<file path="src/rtl/spq_pkg.sv">
// Package for the sorted priority queue: sizes, operation and status codes,
// and the structs passed along the row of cells.
// Has no dependencies; every other file uses it by scoped names.
package spq_pkg;

    localparam int DEPTH = 16;
    localparam int KEY_W = 16;
    localparam int TAG_W = 16;
    localparam int CNT_W = $clog2(DEPTH + 1);

    localparam logic [1:0] OP_INSERT = 2'd0;
    localparam logic [1:0] OP_REMOVE = 2'd1;
    localparam logic [1:0] OP_FIND   = 2'd2;
    localparam logic [1:0] OP_HEAD   = 2'd3;

    localparam logic [1:0] ST_OK        = 2'd0;
    localparam logic [1:0] ST_NOT_FOUND = 2'd1;
    localparam logic [1:0] ST_FULL      = 2'd2;
    localparam logic [1:0] ST_EMPTY     = 2'd3;

    typedef struct packed {
        logic             valid;
        logic [KEY_W-1:0] key;
        logic [TAG_W-1:0] tag;
    } t_entry;

    typedef struct packed {
        logic             ins_en;
        logic             rem_en;
        logic [KEY_W-1:0] key;
        logic [TAG_W-1:0] tag;
    } t_cmd;

    typedef struct packed {
        t_entry           entry;
        logic             ins_flag;
        logic             seen;
        logic [KEY_W-1:0] sel_key;
        logic [TAG_W-1:0] sel_tag;
    } t_link;

endpackage

</file>
<file path="src/rtl/spq_cell.sv">
// One storage cell of the sorted priority queue: holds one entry, shifts on
// insert and remove, and forwards the insert and tag-match chains.
// Depends on spq_pkg.
module spq_cell (
    input  logic            i_clk,
    input  logic            i_rst_n,
    input  spq_pkg::t_cmd   i_cmd,
    input  spq_pkg::t_link  i_left,
    input  spq_pkg::t_entry i_right,
    output spq_pkg::t_link  o_link
);

    spq_pkg::t_entry r_entry;
    spq_pkg::t_entry n_entry;
    logic            w_ins_flag;
    logic            w_match;
    logic            w_through;
    logic            w_hit;

    always_comb begin
        w_ins_flag = !r_entry.valid || (i_cmd.key > r_entry.key);
        w_match    = r_entry.valid && (r_entry.tag == i_cmd.tag);
        w_through  = i_left.seen || w_match;
        w_hit      = w_match && !i_left.seen;

        n_entry = r_entry;
        if (i_cmd.ins_en && w_ins_flag) begin
            if (i_left.ins_flag) begin
                n_entry = i_left.entry;
            end else begin
                n_entry.valid = 1'b1;
                n_entry.key   = i_cmd.key;
                n_entry.tag   = i_cmd.tag;
            end
        end else if (i_cmd.rem_en && w_through) begin
            n_entry = i_right;
        end

        o_link.entry    = r_entry;
        o_link.ins_flag = w_ins_flag;
        o_link.seen     = w_through;
        o_link.sel_key  = i_left.sel_key | (w_hit ? r_entry.key : '0);
        o_link.sel_tag  = i_left.sel_tag | (w_hit ? r_entry.tag : '0);
    end

    always_ff @(posedge i_clk) begin
        r_entry.key <= n_entry.key;
        r_entry.tag <= n_entry.tag;
        if (!i_rst_n) begin
            r_entry.valid <= 1'b0;
        end else begin
            r_entry.valid <= n_entry.valid;
        end
    end

endmodule

</file>
<file path="src/rtl/sorted_priority_queue_top.sv">
// Top level of the sorted priority queue: stream ports, the row of cells,
// the entry count and the result register.
// Depends on spq_pkg and spq_cell.
//
//   Channel   Direction  Contents
//   s_axis    in         operation: tuser opcode, tdata key and tag
//   m_axis    out        result: tuser status, tdata key, tag and count
//
// All cells compare in parallel and the
// result is registered at the edge that accepts the transaction.
// A new transaction is taken whenever the result register is empty or its
// result is being taken in the same cycle; a stalled output holds the input.
// Reset empties the queue at once; no clearing pass is needed.
module sorted_priority_queue_top (
    input  logic        i_clk,
    input  logic        i_rst_n,
    input  logic        s_axis_tvalid,
    output logic        s_axis_tready,
    input  logic [31:0] s_axis_tdata,  // [15:0] priority_key, [31:16] entry_tag
    input  logic [1:0]  s_axis_tuser,  // [1:0] opcode
    output logic        m_axis_tvalid,
    input  logic        m_axis_tready,
    output logic [39:0] m_axis_tdata,  // [15:0] result_key, [31:16] result_tag,
                                       // [36:32] entry_count
    output logic [1:0]  m_axis_tuser   // [1:0] status
);

    localparam int DEPTH = spq_pkg::DEPTH;
    localparam int KEY_W = spq_pkg::KEY_W;
    localparam int TAG_W = spq_pkg::TAG_W;
    localparam int CNT_W = spq_pkg::CNT_W;

    spq_pkg::t_cmd  w_cmd;
    spq_pkg::t_link w_link [DEPTH];
    spq_pkg::t_link w_left [DEPTH];
    spq_pkg::t_entry w_right [DEPTH];

    logic             w_fire;
    logic [1:0]       w_op;
    logic             w_full;
    logic             w_found;
    logic [1:0]       w_status;
    logic [KEY_W-1:0] w_res_key;
    logic [TAG_W-1:0] w_res_tag;

    logic [CNT_W-1:0] r_count;
    logic [CNT_W-1:0] n_count;
    logic             r_out_valid;
    logic [1:0]       r_status;
    logic [KEY_W-1:0] r_key;
    logic [TAG_W-1:0] r_tag;
    logic [CNT_W-1:0] r_out_count;

    assign s_axis_tready = !r_out_valid || m_axis_tready;
    assign w_fire        = s_axis_tvalid && s_axis_tready;
    assign w_op          = s_axis_tuser;
    assign w_full        = (r_count == CNT_W'(DEPTH));
    assign w_found       = w_link[DEPTH-1].seen;

    always_comb begin
        w_cmd.key    = s_axis_tdata[KEY_W-1:0];
        w_cmd.tag    = s_axis_tdata[KEY_W +: TAG_W];
        w_cmd.ins_en = w_fire && (w_op == spq_pkg::OP_INSERT) && !w_full;
        w_cmd.rem_en = w_fire && (w_op == spq_pkg::OP_REMOVE) && w_found;
    end

    genvar gi;
    generate
        for (gi = 0; gi < DEPTH; gi++) begin : g_cell
            if (gi == 0) begin : g_first
                assign w_left[gi] = '0;
            end else begin : g_mid
                assign w_left[gi] = w_link[gi-1];
            end
            if (gi == DEPTH - 1) begin : g_last
                assign w_right[gi] = '0;
            end else begin : g_inner
                assign w_right[gi] = w_link[gi+1].entry;
            end
            spq_cell u_cell (
                .i_clk   (i_clk),
                .i_rst_n (i_rst_n),
                .i_cmd   (w_cmd),
                .i_left  (w_left[gi]),
                .i_right (w_right[gi]),
                .o_link  (w_link[gi])
            );
        end
    endgenerate

    always_comb begin
        n_count   = r_count;
        w_status  = spq_pkg::ST_OK;
        w_res_key = '0;
        w_res_tag = '0;
        case (w_op)
            spq_pkg::OP_INSERT: begin
                if (w_full) begin
                    w_status = spq_pkg::ST_FULL;
                end else begin
                    n_count = r_count + CNT_W'(1);
                end
            end
            spq_pkg::OP_REMOVE: begin
                if (w_found) begin
                    n_count   = r_count - CNT_W'(1);
                    w_res_key = w_link[DEPTH-1].sel_key;
                    w_res_tag = w_link[DEPTH-1].sel_tag;
                end else begin
                    w_status = spq_pkg::ST_NOT_FOUND;
                end
            end
            spq_pkg::OP_FIND: begin
                if (w_found) begin
                    w_res_key = w_link[DEPTH-1].sel_key;
                    w_res_tag = w_link[DEPTH-1].sel_tag;
                end else begin
                    w_status = spq_pkg::ST_NOT_FOUND;
                end
            end
            default: begin
                if (r_count == '0) begin
                    w_status = spq_pkg::ST_EMPTY;
                end else begin
                    w_res_key = w_link[0].entry.key;
                    w_res_tag = w_link[0].entry.tag;
                end
            end
        endcase
    end

    always_ff @(posedge i_clk) begin
        if (w_fire) begin
            r_status    <= w_status;
            r_key       <= w_res_key;
            r_tag       <= w_res_tag;
            r_out_count <= n_count;
        end
        if (!i_rst_n) begin
            r_count     <= '0;
            r_out_valid <= 1'b0;
        end else begin
            if (w_fire) begin
                r_count <= n_count;
            end
            if (w_fire) begin
                r_out_valid <= 1'b1;
            end else if (m_axis_tready) begin
                r_out_valid <= 1'b0;
            end
        end
    end

    assign m_axis_tvalid = r_out_valid;
    assign m_axis_tuser  = r_status;
    assign m_axis_tdata  = {(40 - KEY_W - TAG_W - CNT_W)'(0), r_out_count, r_tag, r_key};

endmodule

</file>
<file path="config.mk">
export PLATFORM = sky130hd
export DESIGN_NAME = sorted_priority_queue_top
export DESIGN_NICKNAME = d
export VERILOG_FILES = /design/src/rtl/spq_pkg.sv /design/src/rtl/spq_cell.sv /design/src/rtl/sorted_priority_queue_top.sv
export SDC_FILE = /design/constraint.sdc
export NUM_CORES = 2
export LEC_CHECK = 0
export BUFFER_PORTS_ARGS = -buffer_cell sky130_fd_sc_hd__buf_2
export CAP_MARGIN = 20
export CORE_ASPECT_RATIO = 1.1
export CORE_MARGIN = 2
export CORE_UTILIZATION = 48
export DETAILED_ROUTE_END_ITERATION = 10
export GPL_TIMING_DRIVEN = 0
export PLACE_DENSITY = 0.75
export SYNTH_ARGS = -nofsm -noshare
export SYNTH_HDL_FRONTEND = slang
export SYNTH_SLANG_ARGS = --single-unit
</file>
<file path="constraint.sdc">
create_clock -name i_clk -period 6.4 [get_ports i_clk]
set_input_delay 0 -clock i_clk [delete_from_list [all_inputs] [get_ports i_clk]]
set_output_delay 0 -clock i_clk [all_outputs]
set_load 0.005 [all_outputs]
</file>
Word level (Yosys, flattened, before mapping)
Index checks and enable logic that the tools add are counted.

Bits of input ports: 38. Word-level logic and storage cells: 368. Flip-flop bits (word level): 573. Output and inout port bits: 44.

Mux-type cells: 94. Add/sub/neg operators: 2. Magnitude comparators: 16. Bitwise logic cells: 30. Reduce and logical (&&, ||, !) cells: 153. Equality and inequality tests: 19.

Operators with widths (count): 33-bit two-way mux (47); 16-bit two-way mux (36); 16-bit OR (30); 16-bit == test (16); 16-bit greater-than comparator (16); 1-bit logical AND (68); 16-bit one-hot mux with 2 select lines (2); 2-bit nonzero test (17); 1-bit zero test (33); 1-bit logical OR (32); 5-bit two-way mux (2); 5-bit one-hot mux with 2 select lines (1); 5-bit by 1-bit adder with 5-bit output (second input constant) (1); 5-bit == test (second input constant) (1); 5-bit zero test (1); 5-bit by 1-bit subtractor with 5-bit output (second input constant) (1); 2-bit two-way mux (2); 2-bit one-hot mux with 2 select lines (1); 1-bit two-way mux (3); 2-bit by 1-bit == test with 1-bit output (second input constant) (1); 2-bit == test (second input constant) (1); 2-bit zero test (1); 2-bit OR reduction (1).

Depth between registers and ports, before layout
Depth after elaboration: 22. Gate-level depth with buffers: 15. Mapped depth without buffers: 11.

Cells and area by module
A second synthesis with hierarchy kept.

Cells, all modules: 4479. Area, all modules: 43505.5 sq um.

Modules (own cells, without submodules): spq_cell at g_cell[15].u_cell ... (times used 10, cells each 268, area each 2570.0 sq um, sequential area each 980.9 sq um); spq_cell at g_cell[0].u_cell ... (times used 6, cells each 272, area each 2591.2 sq um, sequential area each 980.9 sq um); sorted_priority_queue_top (times used 1, cells each 167, area each 2258.4 sq um, sequential area each 1291.2 sq um).

Least setup slack after synthesis
Ideal clock, no wire load.

Path type: register to register. From: register g_cell[3].u_cell.r_entry (netlist bit g_cell[3].u_cell.o_link[44]). To: register g_cell[5].u_cell.r_entry (netlist bit g_cell[5].u_cell.o_link[34]) (enable). Required time: 5.934 ns. Library setup time: 0.466 ns. Clock period less this slack: 5.073 ns. Path slack: 1.327 ns. Path buffers: 2. Stages on the path, launching flop included: 9. Data arrival time: 4.608 ns. Cell sequence: edfxtp_1 > xor2_1 > or4_4 > or4_4 > o22ai_2 > nor4b_2 > clkbuf_1 > clkbuf_1 > o21ai_0.

Word-level cells in the longest chain between the ends: 18.

RTL lines: start: declaration (line spq_cell.sv:13) `spq_pkg::t_entry r_entry;`; 16-bit == test * (line spq_cell.sv:22) `w_match = r_entry.valid && (r_entry.tag == i_cmd.tag);`; 1-bit logical AND * (line spq_cell.sv:22); 1-bit logical OR * (3 in series) (line spq_cell.sv:23) `w_through = i_left.seen || w_match;`; 1-bit logical OR (10 in series) (line spq_cell.sv:23); 1-bit logical AND (line sorted_priority_queue_top.sv:64) `w_cmd.rem_en = w_fire && (w_op == spq_pkg::OP_REMOVE) && w_found;`; 1-bit logical AND * (line spq_cell.sv:35) `end else if (i_cmd.rem_en && w_through) begin`; 2-bit nonzero test (no source line) *; end: declaration (line spq_cell.sv:13).

Every way passes the cells marked *; elsewhere a longest branch is shown, timed or not. A chain may end at the register's enable or synchronous reset.

Worst setup path after layout
From: input port s_axis_tdata[0]. To: register g_cell[0].u_cell.r_entry (netlist bit g_cell[0].u_cell.o_link[64]) (enable).

Word-level cells in the longest chain between the ends: 4.

RTL lines: start: declaration (line sorted_priority_queue_top.sv:19) `input logic [31:0] s_axis_tdata,`; 16-bit greater-than comparator (line spq_cell.sv:21) `w_ins_flag = !r_entry.valid || (i_cmd.key > r_entry.key);`; 1-bit logical OR (line spq_cell.sv:21); 1-bit logical AND (line spq_cell.sv:27) `if (i_cmd.ins_en && w_ins_flag) begin`; 2-bit nonzero test (no source line); end: declaration (line spq_cell.sv:13).

No other way between the ends.

==> results.json <==
{
  "status": "finished clean",
  "layout_setup_ws_ns": 1.204,
  "finalSetupViolations": 0,
  "core_area_um2": 88010,
  "stdcell_count": 5983,
  "path_max_fanout": 32,
  "maxCapViolations": 0,
  "finalCritPeriodShare_pct": 81.18,
  "vias_per_cell": 6.423,
  "ios": 82,
  "rsz0062_at_grt": "false",
  "synth_edf_count": 551,
  "skew_ns": 0.02785,
  "areaGrowthSynthToFinish_pct": 10.46,
  "port_buffers": 60,
  "wl_mm": 169.5,
  "cts-htree-levels": 3,
  "drive_above_1_share_pct": 7.050,
  "grt_max_degree": 33,
  "path_class": "in -> reg",
  "clkTransAtPathRegs_ns": 0.06,
  "ant_nets": 0,
  "initial_core_util_pct": 48.57,
  "fillers": 8089,
  "max_freq_mhz": 192.5,
  "hold_class": "in -> reg",
  "diodes": 0,
  "hold_violations": 0,
  "place_inst": 5851,
  "arrival_ns": 5.44,
  "routedWlPerCell_um": 28.33,
  "power_density_nw_per_um2": 211.2,
  "dp.final_hpwl_mm": 138.4,
  "min_period_ns": 5.196,
  "clk_latency_ns": 0.65,
  "worstMarginPinSlew_ns": 1.186,
  "dieArea_um2": 91460,
  "worst_setup_path_start_kind": "input pin",
  "dp_slack_ns": 0.8000,
  "drtIter0Drc": 5215,
  "fp.dieW_um": 288.5,
  "min_path_cells": 3,
  "drt-pass1-iter-count": 6,
  "grt_util_all_layers_pct": 36.35,
  "syn_area_per_cell_um2": 9.264,
  "crit_required_ns": 6.65,
  "gp_congestion": 1.006,
  "cts_made_buffers": 69,
  "final_max_slew_viol_count": 0,
  "rows": 114,
  "die_h_um": 317.0,
  "power_leakage_uw": 0.01990,
  "synthCells": 4614,
  "finish.utilization_pct": 53.65,
  "ys_seq_area_share_pct": 39.74,
  "ys_seq_elements": 573,
  "clock_sinks": 573,
  "root_buffer": "clkbuf_16",
  "cts_tree": "yes",
  "fin_tns_setup_ns": 0,
  "grt_pass1_vias": 36690,
  "antenna_found_initial": 4,
  "reg2regPathDepth": 11,
  "crit_path_end_kind": "flop",
  "vias": 38430,
  "grt-ovfl-total": 0,
  "multi_input_area_um2": 23250,
  "synth_cell_types": 82,
  "synth_flop_cell": "edfxtp_1",
  "final_nets": 5069,
  "slew_headroom_pct": 20.92,
  "synth_top_cell_area_share_pct": 38.71,
  "seqCellArea_um2": 16990,
  "synth_top_area_cell": "edfxtp_1",
  "grt_pass1_wl_mm": 242.3,
  "drc": 0,
  "async_flop_share_pct": 0,
  "synth_warnings": 0,
  "synthTopCellsByArea": "edfxtp_1, mux2i_1, ha_1",
  "syn-cell-area_um2": 42750,
  "ctsLongestPathBuffers": 3,
  "ctsResizeCount": 0,
  "vdd_drop_max_mv": 0.1739
}
==> report_power, final <==
group	total [µW]	leakage, µW	switching, µW	internal [µW]
Clock	4060	0.00109	1740	2310
Combinational	1500	0.0135	1000	504
Sequential	4410	0.00527	147	4270
Total	9970	0.0199	2890	7080
==> cell usage in the layout, fill, tap and decap left out, types with 22 or more instances in the layout <==
cell type  count
clkbuf_1     243
a31oi_1       70
edfxtp_1     551
nor3_1        26
nor2b_1       28
o21ai_0      278
dfxtp_1       22
xnor2_1      111
ha_1         261
a22oi_1       37
a221oi_1      32
a22o_1        31
nand2_1      391
nand3_1      111
nor4_1        64
nor2_1       405
a21oi_1      468
a211oi_2      29
a21o_1        58
xor2_1       145
o21a_1        46
inv_1        288
buf_1         34
buf_2        112
o211ai_1      35
clkbuf_16     72
o2bb2ai_1     35
mux2i_1      422
nand4_1       81
==> state kept, by name, summed over array words and instances (netlist names) <==
register and cells:
m_axis_tvalid 1, m_axis_tuser 2, r_key 16, r_out_count 5
g_cell.u_cell.o_link 528, r_count 5, r_tag 16
==> per-stage QoR <==
step                      total power [µW]  hold slack [ns]  instance area, µm²
after floorplan                       5357           0.1251               42750
after global placement                5882           0.2463               44510
after detailed placement              5930           0.2750               44900
after CTS                             9911          0.08155               47200
after global routing                 10210           0.1471               47220
final                                 9973           0.1335               47220
==> final timing paths <==
check                                              from                                      to  slack [ns]
worst max-delay path                    s_axis_tdata[0]   g_cell[0].u_cell.o_link[64]$_DFFE_PP_        1.20
worst max register to register  r_count[0]$_SDFFE_PN0P_  g_cell[14].u_cell.o_link[57]$_DFFE_PP_        1.35
worst min-delay path                    s_axis_tdata[5]   g_cell[4].u_cell.o_link[55]$_DFFE_PP_        0.13
worst min register to register  r_count[1]$_SDFFE_PN0P_                 r_count[1]$_SDFFE_PN0P_        0.60
==> cells by family (layout without fill, tap and decap cells) <==
| logic type | after synthesis | after routing | share of synthesized area, % |
|---|---|---|---|
| other cells | 1 | 3 | 0.008773 |
| buf+inv | 630 | 837 | 5.998 |
| simple gates | 1232 | 1232 | 13.40 |
| xor+xnor | 256 | 256 | 5.245 |
| flops | 573 | 573 | 39.74 |
| mux | 441 | 441 | 10.38 |
| fa+ha+maj | 261 | 261 | 7.640 |
| compound gates | 1220 | 1220 | 17.59 |
==> layout make-up <==
class	instances	area share [%]
buffer	341	3.132
clock buffer	90	4.044
clock inverter	34	0.6942
inverter	289	2.297
multi-input combinational	3413	49.24
sequential	573	35.97
tap	1160	3.074
timing repair buffer	83	1.542
==> routing by layer <==
layer	routed length (µm)	global-route usage [%]	vias up
li1	-	-	17200
met1	66230	48.36	18400
met2	75890	57.39	2421
met3	19550	7.590	406
met4	7801	15.64	2
met5	13	0.05208	-
==> synth_stat cells, types with 12 or more instances <==
master / number
o2bb2ai_1: 35
dfxtp_1: 22
nand2b_1: 15
o22ai_1: 17
a21o_1: 59
xnor2_1: 111
a31oi_1: 70
clkbuf_1: 229
buf_2: 51
a21oi_1: 468
a22oi_1: 37
a221oi_1: 32
edfxtp_1: 551
buf_1: 34
inv_1: 289
nor2b_1: 28
xor2_1: 145
o21ai_0: 280
buf_4: 18
nand3_1: 111
nor4_1: 64
or4_1: 12
o221ai_1: 17
a22o_1: 31
nand4_1: 81
and3_1: 16
o211ai_1: 35
ha_1: 261
o21a_1: 46
a211oi_1: 13
nor2_1: 405
nand2_1: 394
a211oi_2: 29
mux2_2: 16
mux2i_1: 422
nor3_1: 26
==> critical path, cell delays in order <==
cell      delay [ns]
clkbuf_1        0.62
clkbuf_1        0.63
inv_1           0.67
ha_1            0.43
nor2b_1         0.11
o21a_1          0.14
o21a_1          0.12
o21a_1          0.10
o21a_1          0.11
o21ai_0         0.12
a22oi_1         0.57
and2_0          0.50
clkbuf_1        0.51
a21o_2          0.77
==> what timing repair did <==
action,in CTS,in global routing
buffers inserted,0,0
endpoints found under the hold margin,8,0
hold buffers,6,0
Power figures use the tool's default switching activity.
